**config.mk**
```make
export PLATFORM = sky130hd
export DESIGN_NAME = boiling_point_cubic_interpolator
export DESIGN_NICKNAME = d
export VERILOG_FILES = /design/src/hdl/bpci_pkg.sv /design/src/hdl/boiling_point_cubic_interpolator.sv /design/src/hdl/bpci_div.sv
export SDC_FILE = /design/constraint.sdc
export NUM_CORES = 2
export LEC_CHECK = 0
export BUFFER_PORTS_ARGS = -buffer_cell sky130_fd_sc_hd__buf_2
export CAP_MARGIN = 10
export CORE_MARGIN = 2
export CORE_UTILIZATION = 55
export CTS_CLUSTER_DIAMETER = 50
export CTS_CLUSTER_SIZE = 40
export DETAILED_ROUTE_END_ITERATION = 8
export GPL_ROUTABILITY_DRIVEN = 0
export GPL_TIMING_DRIVEN = 0
export PLACE_DENSITY = 0.76
export SLEW_MARGIN = 0
export SYNTH_ARGS = -nofsm -noshare
export SYNTH_HDL_FRONTEND = slang
export SYNTH_SLANG_ARGS = --single-unit
```
**constraint.sdc**
```tcl
create_clock -name clk -period 21.3 [get_ports clk]
set_input_delay 2.13 -clock clk [delete_from_list [all_inputs] [get_ports clk]]
set_output_delay 2.13 -clock clk [all_outputs]
set_load 0.005 [all_outputs]
```
**src/hdl/bpci_pkg.sv**
```systemverilog
// ----------------------------------------------------------------------------
// bpci_pkg: shared types, constants and lookup tables
// Holds the pressure and boiling-temperature breakpoint tables, the
// datapath widths and the divider status type.
// ----------------------------------------------------------------------------
`default_nettype none

package bpci_pkg;

	// Breakpoint table size and index width
	localparam int TABLE_POINTS = 79;
	localparam int IDX_W        = $clog2(TABLE_POINTS);

	// Field widths
	localparam int P_W    = 16;   // pressure, 1/16 mbar
	localparam int T_W    = 16;   // temperature, 1/256 degC
	localparam int XM_W   = 12;   // breakpoint pressure, whole mbar
	localparam int YC_W   = 14;   // breakpoint temperature, 1/100 degC

	// Datapath widths
	localparam int DIV_W  = 54;   // numerator and running products, signed
	localparam int DEN_W  = 28;   // denominator, signed
	localparam int D_W    = 14;   // offsets and breakpoint differences, signed
	localparam int TERM_W = 32;   // one rounded term and the running sum, signed

	// Clamp limits in whole mbar, and in 1/16 mbar
	localparam int P_MIN_MBAR = 50;
	localparam int P_MAX_MBAR = 2150;
	localparam logic [P_W-1:0] P_LO = P_W'(P_MIN_MBAR * 16);
	localparam logic [P_W-1:0] P_HI = P_W'(P_MAX_MBAR * 16);

	// Temperature table is in 1/100 degC
	localparam int DEN_SCALE = 100;

	// Divider status
	typedef struct packed {
		logic busy;
		logic done;
	} div_stat_t;

	localparam logic [XM_W-1:0] PRESS_MBAR [TABLE_POINTS] = '{
		12'd50,   12'd100,  12'd150,  12'd200,  12'd250,  12'd300,  12'd350,
		12'd400,  12'd450,  12'd500,  12'd550,  12'd600,  12'd650,  12'd700,
		12'd750,  12'd800,  12'd850,  12'd900,  12'd905,  12'd910,  12'd915,
		12'd920,  12'd925,  12'd930,  12'd935,  12'd940,  12'd945,  12'd950,
		12'd955,  12'd960,  12'd965,  12'd970,  12'd975,  12'd980,  12'd985,
		12'd990,  12'd995,  12'd1000, 12'd1005, 12'd1010, 12'd1015, 12'd1020,
		12'd1025, 12'd1030, 12'd1035, 12'd1040, 12'd1045, 12'd1050, 12'd1055,
		12'd1060, 12'd1065, 12'd1070, 12'd1075, 12'd1080, 12'd1085, 12'd1090,
		12'd1095, 12'd1100, 12'd1150, 12'd1200, 12'd1250, 12'd1300, 12'd1350,
		12'd1400, 12'd1450, 12'd1500, 12'd1550, 12'd1600, 12'd1650, 12'd1700,
		12'd1750, 12'd1800, 12'd1850, 12'd1900, 12'd1950, 12'd2000, 12'd2050,
		12'd2100, 12'd2150
	};

	localparam logic [YC_W-1:0] TEMP_CENTI [TABLE_POINTS] = '{
		14'd3288,  14'd4582,  14'd5398,  14'd6007,  14'd6498,  14'd6911,
		14'd7270,  14'd7588,  14'd7874,  14'd8134,  14'd8373,  14'd8595,
		14'd8802,  14'd8996,  14'd9178,  14'd9351,  14'd9515,  14'd9671,
		14'd9687,  14'd9702,  14'd9717,  14'd9732,  14'd9747,  14'd9762,
		14'd9776,  14'd9791,  14'd9806,  14'd9821,  14'd9835,  14'd9850,
		14'd9864,  14'd9878,  14'd9893,  14'd9907,  14'd9921,  14'd9935,
		14'd9949,  14'd9963,  14'd9977,  14'd9991,  14'd10005, 14'd10019,
		14'd10032, 14'd10046, 14'd10060, 14'd10073, 14'd10087, 14'd10100,
		14'd10114, 14'd10127, 14'd10140, 14'd10154, 14'd10167, 14'd10180,
		14'd10193, 14'd10206, 14'd10219, 14'd10232, 14'd10359, 14'd10481,
		14'd10599, 14'd10714, 14'd10825, 14'd10932, 14'd11036, 14'd11138,
		14'd11237, 14'd11333, 14'd11426, 14'd11518, 14'd11607, 14'd11694,
		14'd11779, 14'd11863, 14'd11944, 14'd12024, 14'd12102, 14'd12179,
		14'd12254
	};

	// Breakpoint pressure in whole mbar; indexes past the table read zero
	function automatic logic [XM_W-1:0] press_mbar(input logic [IDX_W-1:0] idx);
		logic [XM_W-1:0] v;
		v = '0;
		if (int'(idx) < TABLE_POINTS) begin
			v = PRESS_MBAR[idx];
		end
		return v;
	endfunction

	// Breakpoint temperature in 1/100 degC; indexes past the table read zero
	function automatic logic [YC_W-1:0] temp_centi(input logic [IDX_W-1:0] idx);
		logic [YC_W-1:0] v;
		v = '0;
		if (int'(idx) < TABLE_POINTS) begin
			v = TEMP_CENTI[idx];
		end
		return v;
	endfunction

endpackage

`default_nettype wire

```
**src/hdl/boiling_point_cubic_interpolator.sv**
```systemverilog
// ----------------------------------------------------------------------------
// boiling_point_cubic_interpolator: water boiling point from pressure
// Cubic Lagrange interpolation over a 79-point breakpoint table.
// ----------------------------------------------------------------------------
// Converts a pressure in 1/16 mbar to a boiling temperature in 1/256 degC.
// Pressures outside 50..2150 mbar are clamped and flagged with out_of_range.
// One item is worked at a time: in_stall stays high from the accepted beat
// until the result is loaded into the output register, once that register
// is free. A binary search of the breakpoints and the window start come
// first. Each of the four terms then loads its table values, builds the
// term's numerator and denominator on the shared multiplier, and runs the
// bit-serial restoring divider for its 54 quotient bits between a start and
// a finish step. A last step rounds the sum into the output register. A
// finished result waits in the output register while the next beat is
// accepted.
`default_nettype none

module boiling_point_cubic_interpolator (
	input  wire logic                         clk,
	input  wire logic                         arst_n,
	input  wire logic                         in_valid,
	output logic                              in_stall,
	input  wire logic [bpci_pkg::P_W-1:0]     pressure,
	output logic                              out_valid,
	input  wire logic                         out_stall,
	output logic [bpci_pkg::T_W-1:0]          temperature,
	output logic                              out_of_range
);
	import bpci_pkg::*;

	localparam logic [2:0] S_IDLE  = 3'd0;
	localparam logic [2:0] S_SRCH  = 3'd1;
	localparam logic [2:0] S_LOAD  = 3'd2;
	localparam logic [2:0] S_MUL   = 3'd3;
	localparam logic [2:0] S_DIVGO = 3'd4;
	localparam logic [2:0] S_DIVW  = 3'd5;
	localparam logic [2:0] S_DONE  = 3'd6;

	localparam logic [IDX_W-1:0] LAST_IDX   = IDX_W'(TABLE_POINTS - 1);
	localparam logic [IDX_W-1:0] LAST_START = IDX_W'(TABLE_POINTS - 4);
	localparam int               PROD_W     = DIV_W + D_W;

	logic [2:0]              state_q;
	logic [P_W-1:0]          p_q;
	logic                    flag_q;
	logic [IDX_W-1:0]        lo_q;
	logic [IDX_W-1:0]        hi_q;
	logic [IDX_W-1:0]        start_q;
	logic [1:0]              k_q;
	logic [1:0]              m_q;
	logic                    ph_q;
	logic signed [DIV_W-1:0] num_q;
	logic signed [DIV_W-1:0] den_q;
	logic signed [TERM_W-1:0] sum_q;
	logic                    out_valid_q;
	logic [T_W-1:0]          temperature_q;
	logic                    out_of_range_q;

	logic                    in_acc;
	logic [P_W-1:0]          p_clamp;
	logic                    p_flag;
	logic [IDX_W:0]          mid_sum;
	logic [IDX_W-1:0]        mid;
	logic                    mid_ge;
	logic [IDX_W-1:0]        start_d;
	logic [IDX_W-1:0]        idx_k;
	logic [IDX_W-1:0]        idx_m;
	logic [XM_W-1:0]         x_k;
	logic [XM_W-1:0]         x_m;
	logic signed [P_W:0]     dm_full;
	logic signed [XM_W:0]    dx_full;
	logic signed [D_W-1:0]   dm;
	logic signed [D_W-1:0]   dx;
	logic signed [DIV_W-1:0] mul_a;
	logic signed [D_W-1:0]   mul_b;
	logic signed [PROD_W-1:0] prod;
	logic                    out_free;
	logic signed [TERM_W:0]  sum_rnd;
	logic [T_W-1:0]          t_sat;
	logic                    div_start;
	div_stat_t               div_st;
	logic signed [TERM_W-1:0] div_quot;

	// Input handshake and clamping
	assign in_stall = (state_q != S_IDLE);
	assign in_acc   = in_valid && !in_stall;
	assign p_flag   = (pressure < P_LO) || (pressure > P_HI);
	assign p_clamp  = (pressure < P_LO) ? P_LO : ((pressure > P_HI) ? P_HI : pressure);

	// Binary search: smallest j with 16*x[j] >= p, j in 1..N-1
	assign mid_sum = {1'b0, lo_q} + {1'b0, hi_q};
	assign mid     = mid_sum[IDX_W:1];
	assign mid_ge  = ({press_mbar(mid), 4'b0000} >= p_q);

	// Window start is j-2 moved inside the table
	always_comb begin
		if (lo_q < IDX_W'(2)) begin
			start_d = '0;
		end else if ((lo_q - IDX_W'(2)) > LAST_START) begin
			start_d = LAST_START;
		end else begin
			start_d = lo_q - IDX_W'(2);
		end
	end

	// Window reads and offsets
	assign idx_k   = start_q + IDX_W'(k_q);
	assign idx_m   = start_q + IDX_W'(m_q);
	assign x_k     = press_mbar(idx_k);
	assign x_m     = press_mbar(idx_m);
	assign dm_full = signed'({1'b0, p_q}) - signed'({1'b0, x_m, 4'b0000});
	assign dx_full = signed'({1'b0, x_k}) - signed'({1'b0, x_m});
	assign dm      = dm_full[D_W-1:0];
	assign dx      = {dx_full[XM_W], dx_full};

	// Shared multiplier: numerator phase, then denominator phase
	assign mul_a = ph_q ? den_q : num_q;
	assign mul_b = ph_q ? dx : dm;
	assign prod  = mul_a * mul_b;

	// Divider for the rounded term
	assign div_start = (state_q == S_DIVGO);

	bpci_div u_div (
		.clk    (clk),
		.arst_n (arst_n),
		.start  (div_start),
		.num    (num_q),
		.den    (signed'(den_q[DEN_W-1:0])),
		.stat   (div_st),
		.quot   (div_quot)
	);

	// Round the sum to 1/256 degC and saturate
	assign sum_rnd = {sum_q[TERM_W-1], sum_q} + (TERM_W+1)'(128);
	always_comb begin
		if (sum_q < 0) begin
			t_sat = '0;
		end else if (sum_rnd[TERM_W:8] > (TERM_W-7)'({T_W{1'b1}})) begin
			t_sat = {T_W{1'b1}};
		end else begin
			t_sat = sum_rnd[T_W+7:8];
		end
	end

	assign out_free = !out_valid_q || !out_stall;

	// Sequencer
	always_ff @(posedge clk or negedge arst_n) begin
		if (!arst_n) begin
			state_q <= S_IDLE;
			k_q     <= '0;
			m_q     <= '0;
			ph_q    <= 1'b0;
		end else begin
			case (state_q)
				S_IDLE: begin
					if (in_acc) begin
						state_q <= S_SRCH;
					end
				end
				S_SRCH: begin
					if (lo_q == hi_q) begin
						k_q     <= '0;
						state_q <= S_LOAD;
					end
				end
				S_LOAD: begin
					m_q     <= '0;
					ph_q    <= 1'b0;
					state_q <= S_MUL;
				end
				S_MUL: begin
					if (m_q == k_q) begin
						if (m_q == 2'd3) begin
							state_q <= S_DIVGO;
						end else begin
							m_q <= m_q + 1'b1;
						end
					end else if (!ph_q) begin
						ph_q <= 1'b1;
					end else begin
						ph_q <= 1'b0;
						if (m_q == 2'd3) begin
							state_q <= S_DIVGO;
						end else begin
							m_q <= m_q + 1'b1;
						end
					end
				end
				S_DIVGO: begin
					state_q <= S_DIVW;
				end
				S_DIVW: begin
					if (div_st.done) begin
						if (k_q == 2'd3) begin
							state_q <= S_DONE;
						end else begin
							k_q     <= k_q + 1'b1;
							state_q <= S_LOAD;
						end
					end
				end
				S_DONE: begin
					if (out_free) begin
						state_q <= S_IDLE;
					end
				end
				default: begin
					state_q <= S_IDLE;
				end
			endcase
		end
	end

	// Datapath registers
	always_ff @(posedge clk) begin
		if (in_acc) begin
			p_q    <= p_clamp;
			flag_q <= p_flag;
			lo_q   <= IDX_W'(1);
			hi_q   <= LAST_IDX;
		end
		if (state_q == S_SRCH) begin
			if (lo_q == hi_q) begin
				start_q <= start_d;
				sum_q   <= '0;
			end else if (mid_ge) begin
				hi_q <= mid;
			end else begin
				lo_q <= mid + 1'b1;
			end
		end
		if (state_q == S_LOAD) begin
			num_q <= signed'({{(DIV_W-YC_W-4){1'b0}}, temp_centi(idx_k), 4'b0000});
			den_q <= DIV_W'(DEN_SCALE);
		end
		if ((state_q == S_MUL) && (m_q != k_q)) begin
			if (!ph_q) begin
				num_q <= prod[DIV_W-1:0];
			end else begin
				den_q <= prod[DIV_W-1:0];
			end
		end
		if ((state_q == S_DIVW) && div_st.done) begin
			sum_q <= sum_q + div_quot;
		end
	end

	// Output register: load on finish, drop when taken
	always_ff @(posedge clk or negedge arst_n) begin
		if (!arst_n) begin
			out_valid_q <= 1'b0;
		end else if ((state_q == S_DONE) && out_free) begin
			out_valid_q <= 1'b1;
		end else if (!out_stall) begin
			out_valid_q <= 1'b0;
		end
	end

	always_ff @(posedge clk) begin
		if ((state_q == S_DONE) && out_free) begin
			temperature_q  <= t_sat;
			out_of_range_q <= flag_q;
		end
	end

	assign out_valid    = out_valid_q;
	assign temperature  = temperature_q;
	assign out_of_range = out_of_range_q;

	// Checks
	a_accept_starts_search: assert property (@(posedge clk) disable iff (!arst_n)
		in_acc |=> (state_q == S_SRCH))
		else $error("accepted beat did not start the segment search");

	a_search_bounds: assert property (@(posedge clk) disable iff (!arst_n)
		(state_q == S_SRCH) |-> (lo_q <= hi_q))
		else $error("search bounds crossed");

	a_div_only_in_wait: assert property (@(posedge clk) disable iff (!arst_n)
		div_st.busy |-> (state_q == S_DIVW))
		else $error("divider busy outside the divide wait");

	a_result_from_done: assert property (@(posedge clk) disable iff (!arst_n)
		$rose(out_valid_q) |-> ($past(state_q) == S_DONE))
		else $error("result beat raised outside the finish step");

endmodule

`default_nettype wire

```
**src/hdl/bpci_div.sv**
```systemverilog
// ----------------------------------------------------------------------------
// bpci_div: signed divide with round to nearest
// Restoring radix-2 divider, one quotient bit per cycle. Works on
// magnitudes, rounds halves away from zero, then restores the sign.
// ----------------------------------------------------------------------------
`default_nettype none

module bpci_div (
	input  wire logic                                  clk,
	input  wire logic                                  arst_n,
	input  wire logic                                  start,
	input  wire logic signed [bpci_pkg::DIV_W-1:0]     num,
	input  wire logic signed [bpci_pkg::DEN_W-1:0]     den,
	output bpci_pkg::div_stat_t                        stat,
	output logic signed [bpci_pkg::TERM_W-1:0]         quot
);
	import bpci_pkg::*;

	localparam int CNT_W = $clog2(DIV_W + 1);

	logic               busy_q;
	logic               done_q;
	logic [CNT_W-1:0]   cnt_q;
	logic               neg_q;
	logic [DIV_W-1:0]   dvd_q;
	logic [DEN_W-1:0]   ud_q;
	logic [DEN_W-1:0]   rem_q;

	logic [DIV_W-1:0]   un;
	logic [DEN_W-1:0]   ud;
	logic [DEN_W-1:0]   rem_sh;
	logic               ge;
	logic signed [DIV_W-1:0] q_signed;

	// Magnitudes of the operands
	assign un = num[DIV_W-1] ? DIV_W'(-num) : DIV_W'(num);
	assign ud = den[DEN_W-1] ? DEN_W'(-den) : DEN_W'(den);

	// Shift in the next dividend bit and trial-subtract
	assign rem_sh = {rem_q[DEN_W-2:0], dvd_q[DIV_W-1]};
	assign ge     = (rem_sh >= ud_q);

	// Sequence the bits
	always_ff @(posedge clk or negedge arst_n) begin
		if (!arst_n) begin
			busy_q <= 1'b0;
			done_q <= 1'b0;
			cnt_q  <= '0;
		end else begin
			done_q <= 1'b0;
			if (start) begin
				busy_q <= 1'b1;
				cnt_q  <= CNT_W'(DIV_W);
			end else if (busy_q) begin
				cnt_q <= cnt_q - 1'b1;
				if (cnt_q == CNT_W'(1)) begin
					busy_q <= 1'b0;
					done_q <= 1'b1;
				end
			end
		end
	end

	// Datapath: load the rounded dividend, then shift quotient bits in
	always_ff @(posedge clk) begin
		if (start) begin
			neg_q <= num[DIV_W-1] ^ den[DEN_W-1];
			dvd_q <= un + DIV_W'(ud >> 1);
			ud_q  <= ud;
			rem_q <= '0;
		end else if (busy_q) begin
			rem_q <= ge ? (rem_sh - ud_q) : rem_sh;
			dvd_q <= {dvd_q[DIV_W-2:0], ge};
		end
	end

	// Restore the sign
	assign q_signed = neg_q ? -signed'(dvd_q) : signed'(dvd_q);
	assign quot     = q_signed[TERM_W-1:0];

	assign stat.busy = busy_q;
	assign stat.done = done_q;

endmodule

`default_nettype wire

```
==> parameters.txt <==
Parameter                              Value

Layout
  Layout Area Growth over Synthesis    6.26%
  Filler cells    7,244
  Share of final-layout standard cells stronger than drive strength 1    3.65%
  Total Nets Final    6,483

Drt
  Drt first-iter violations    5,292
  Via total after detailed routing    41,600
  Count of nets left with antenna violations after detail routing    0
  Wire length after detailed routing    143,000 um
  Remaining DRCs    13
  1st-pass router iterations    9
  Wirelength per Cell    21.4 um
  Average via count per standard cell    6.20

Worst hold path
  Worst hold start    den_q[48]
  Worst min-delay path category    register to register
  Hold path depth    2
  Worst hold endpoint    den_q[48]

Clock tree
  CTS tree    done
  Clock tree buffer depth    3
  Hold buffer count at cts    0
  Clock transition at path regs    80 ps
  TritonCTS sink count    322
  Number of gates resized after CTS    0
  Buffer cell driving the clock tree root    clkbuf_16
  Clock latency on the worst-skew pair    590 ps
  Setup Buffers After CTS    0
  Total clock buffers created by CTS    34
  Depth of the CTS H-tree    2

Worst setup path
  Required time worst endpoint    21,730 ps
  CP Max Fanout    11
  Most used cell, CP    fa_1
  Capture point of the worst reg-to-reg path    num_q[53]
  Worst reg2reg setup slack    5900 ps
  Critical R2R Launch    k_q[0]
  CP Data Arrival Time    15,840 ps
  WS Path Type    register to register
  Buf+Inv Stages, Crit Path    9
  Worst reg2reg path depth    45
  Critical path's top delay family    adder cells
  Library cell contributing the largest single delay on the critical path    a2111oi_0
  Sort of element at the end of the critical path    register
  Critical Path Start Type    register
  Max stage delay on crit path    700 ps

Job
  Max Cap Violations    0

Timing
  Worst slew margin relative to its limit    9.58%
  Highest Clock Rate    64.9 MHz
  Final total negative setup slack    0 ps
  Hold Vio Cnt, Final    0
  Final hold slack    463 ps
  Pins Over Slew Limit    0
  Share of the cycle needed by the critical path after routing    72.3%
  Transition time at the pin with the least slew margin    1340 ps
  Final period demand of the worst path    15,400 ps
  Post-route clock skew    34.9 ps
  Unrepaired setup endpoints after global routing    false
  Total setup violations reported at the end of the flow    0

Yosys
  Count of synthesis-stage warnings from yosys    0
  Distinct cell type count of the synthesized netlist    87
  Post-Synthesis Cell Area    0.0457 sq mm
  Top flip-flop cell by instance count after synthesis    edfxtp_1
  Number of enable-type register cells in the synthesized netlist    156
  Number of storage elements in the synthesis netlist    322
  Synthesized netlist net count    6,402
  Sequential area share after synthesis    17.7%
  Async SR Flop Fraction    5.28%
  Gate count of the mapped netlist    5,535
  Per-instance average area after synthesis    8.26 sq um

Floorplan
  Initial core utilization    55.6%
  Overall die area    0.0855 sq mm
  I/O pin count    39
  CORE AREA    0.0822 sq mm
  Number of placement rows    105
  Chip width    292 um
  Floorplan die height    292 um

Status
  Result of the run    finished with violations
  Failing checks    DRC

Placed design
  Final HPWL from detailed placement    114,000 um
  PortBufs    38

Global route
  GR Util All Layers    33.5%
  Pin count of the biggest net entering global routing    40
  Wire length of the first global-routing pass    227,000 um
  Vias in the first global route    41,200
  Total overflow reported by the global router    0
  Antenna violations before repair    1
==> kinds of logic after synthesis <==
family / after synthesis / share of synthesized area, %
xor gates and xnor gates: 327 / 6.35
buffers and inverters: 942 / 7.80
DFF: 322 / 17.7
AOI/OAI and AO/OA: 1077 / 14.8
adders and majority gates: 847 / 32.1
muxes: 141 / 3.22
and+or+nand+nor: 1879 / 18.0
==> Yosys cell counts (17+ instances only) <==
cell type    n  area, sq um
nand2_1    886         3330
inv_1      658         2470
fa_1       545        10900
nor2_1     497         1870
ha_1       302         3780
o21ai_0    289         1450
a21oi_1    269         1350
clkbuf_1   244          916
xnor2_1    225         1970
edfxtp_1   156         4680
nand3_1    152          761
dfxtp_1    149         2980
a21o_1     104          781
xor2_1      99          867
mux2i_1     91          911
nor3_1      75          375
nand2b_1    60          375
o31ai_1     54          405
a31oi_1     50          313
mux2_2      50          563
and3_1      36          225
o21bai_1    29          218
or3_1       29          181
buf_1       27          101
o22ai_1     26          163
a211oi_1    25          188
o211ai_1    25          188
o21a_1      24          180
and2_1      22          138
nor2b_1     22          138
or4_1       21          158
a21boi_0    19          143
dfrtp_1     17          425
nand4_1     17          106
o41ai_1     17          149
==> worst min-delay path, stage by stage, from the launching register on <==
cell and delay (ps):
dfxtp_1 320, nand3_1 60, nand2_1 40
==> worst max path at each step <==
| stage | startpoint | to | cells past startpoint |
|---|---|---|---|
| floorplan | k_q[0] | num_q[53] | 45 |
| global placement | k_q[0] | num_q[53] | 44 |
| detailed placement | k_q[0] | num_q[53] | 44 |
| CTS | k_q[0] | num_q[53] | 44 |
| global route | k_q[0] | num_q[53] | 45 |
| finish | k_q[0] | num_q[53] | 45 |
==> through the flow <==
stage,cells,setup slack (ps),cell area [sq um],utilization [%]
2_1_floorplan,5535,9820,45700,-
3_3_place_gp,6643,6730,47300,57.5
3_5_place_dp,6646,6460,47300,57.5
4_1_cts,6708,6390,48600,59.0
5_1_grt,6712,5570,48600,59.1
6_report,6713,5900,48600,59.1
==> sequential cells by signal (all words and copies together), names as in the netlist, 16 cells and up <==
| register | count |
|---|---|
| den_q | 54 |
| num_q | 54 |
| u_div.dvd_q | 54 |
| sum_q | 32 |
| u_div.ud_q | 28 |
| u_div.rem_q | 27 |
| p_q | 16 |
| temperature | 16 |
==> metal layers <==
metal	vias to the layer above	share of wire [%]	GRT usage, %
li1	18600	-	-
met1	19900	39	43.8
met2	2511	44	53.0
met3	614	11	7.56
met4	2	5.7	15.9
met5	-	0.0091	0
==> area by class of cell <==
| type | instances | area (sq um) | area share (%) |
|---|---|---|---|
| Antenna cell | 1 | 2.50 | 0.00515 |
| Multi-Input combinational cell | 4271 | 34100 | 70.2 |
| Timing Repair Buffer | 45 | 260 | 0.536 |
| Buffer | 282 | 1090 | 2.25 |
| Sequential cell | 322 | 8090 | 16.7 |
| Tap cell | 1070 | 1340 | 2.76 |
| Inverter | 660 | 2480 | 5.10 |
| Clock buffer | 37 | 893 | 1.84 |
| Clock inverter | 25 | 344 | 0.708 |
==> cells in the final DEF (no fill, tap or decap), drive strengths merged, types with 99 or more instances in the layout <==
| cell type | n |
|---|---|
| nand2 | 886 |
| nand3 | 152 |
| xor2 | 99 |
| o21ai | 301 |
| xnor2 | 225 |
| edfxtp | 156 |
| fa | 545 |
| clkbuf | 285 |
| a21oi | 269 |
| nor2 | 497 |
| ha | 302 |
| dfxtp | 149 |
| inv | 674 |
| a21o | 104 |
Power is not shown: default switching activity piles up to over one toggle a cycle in this logic, so the estimate is an artifact.
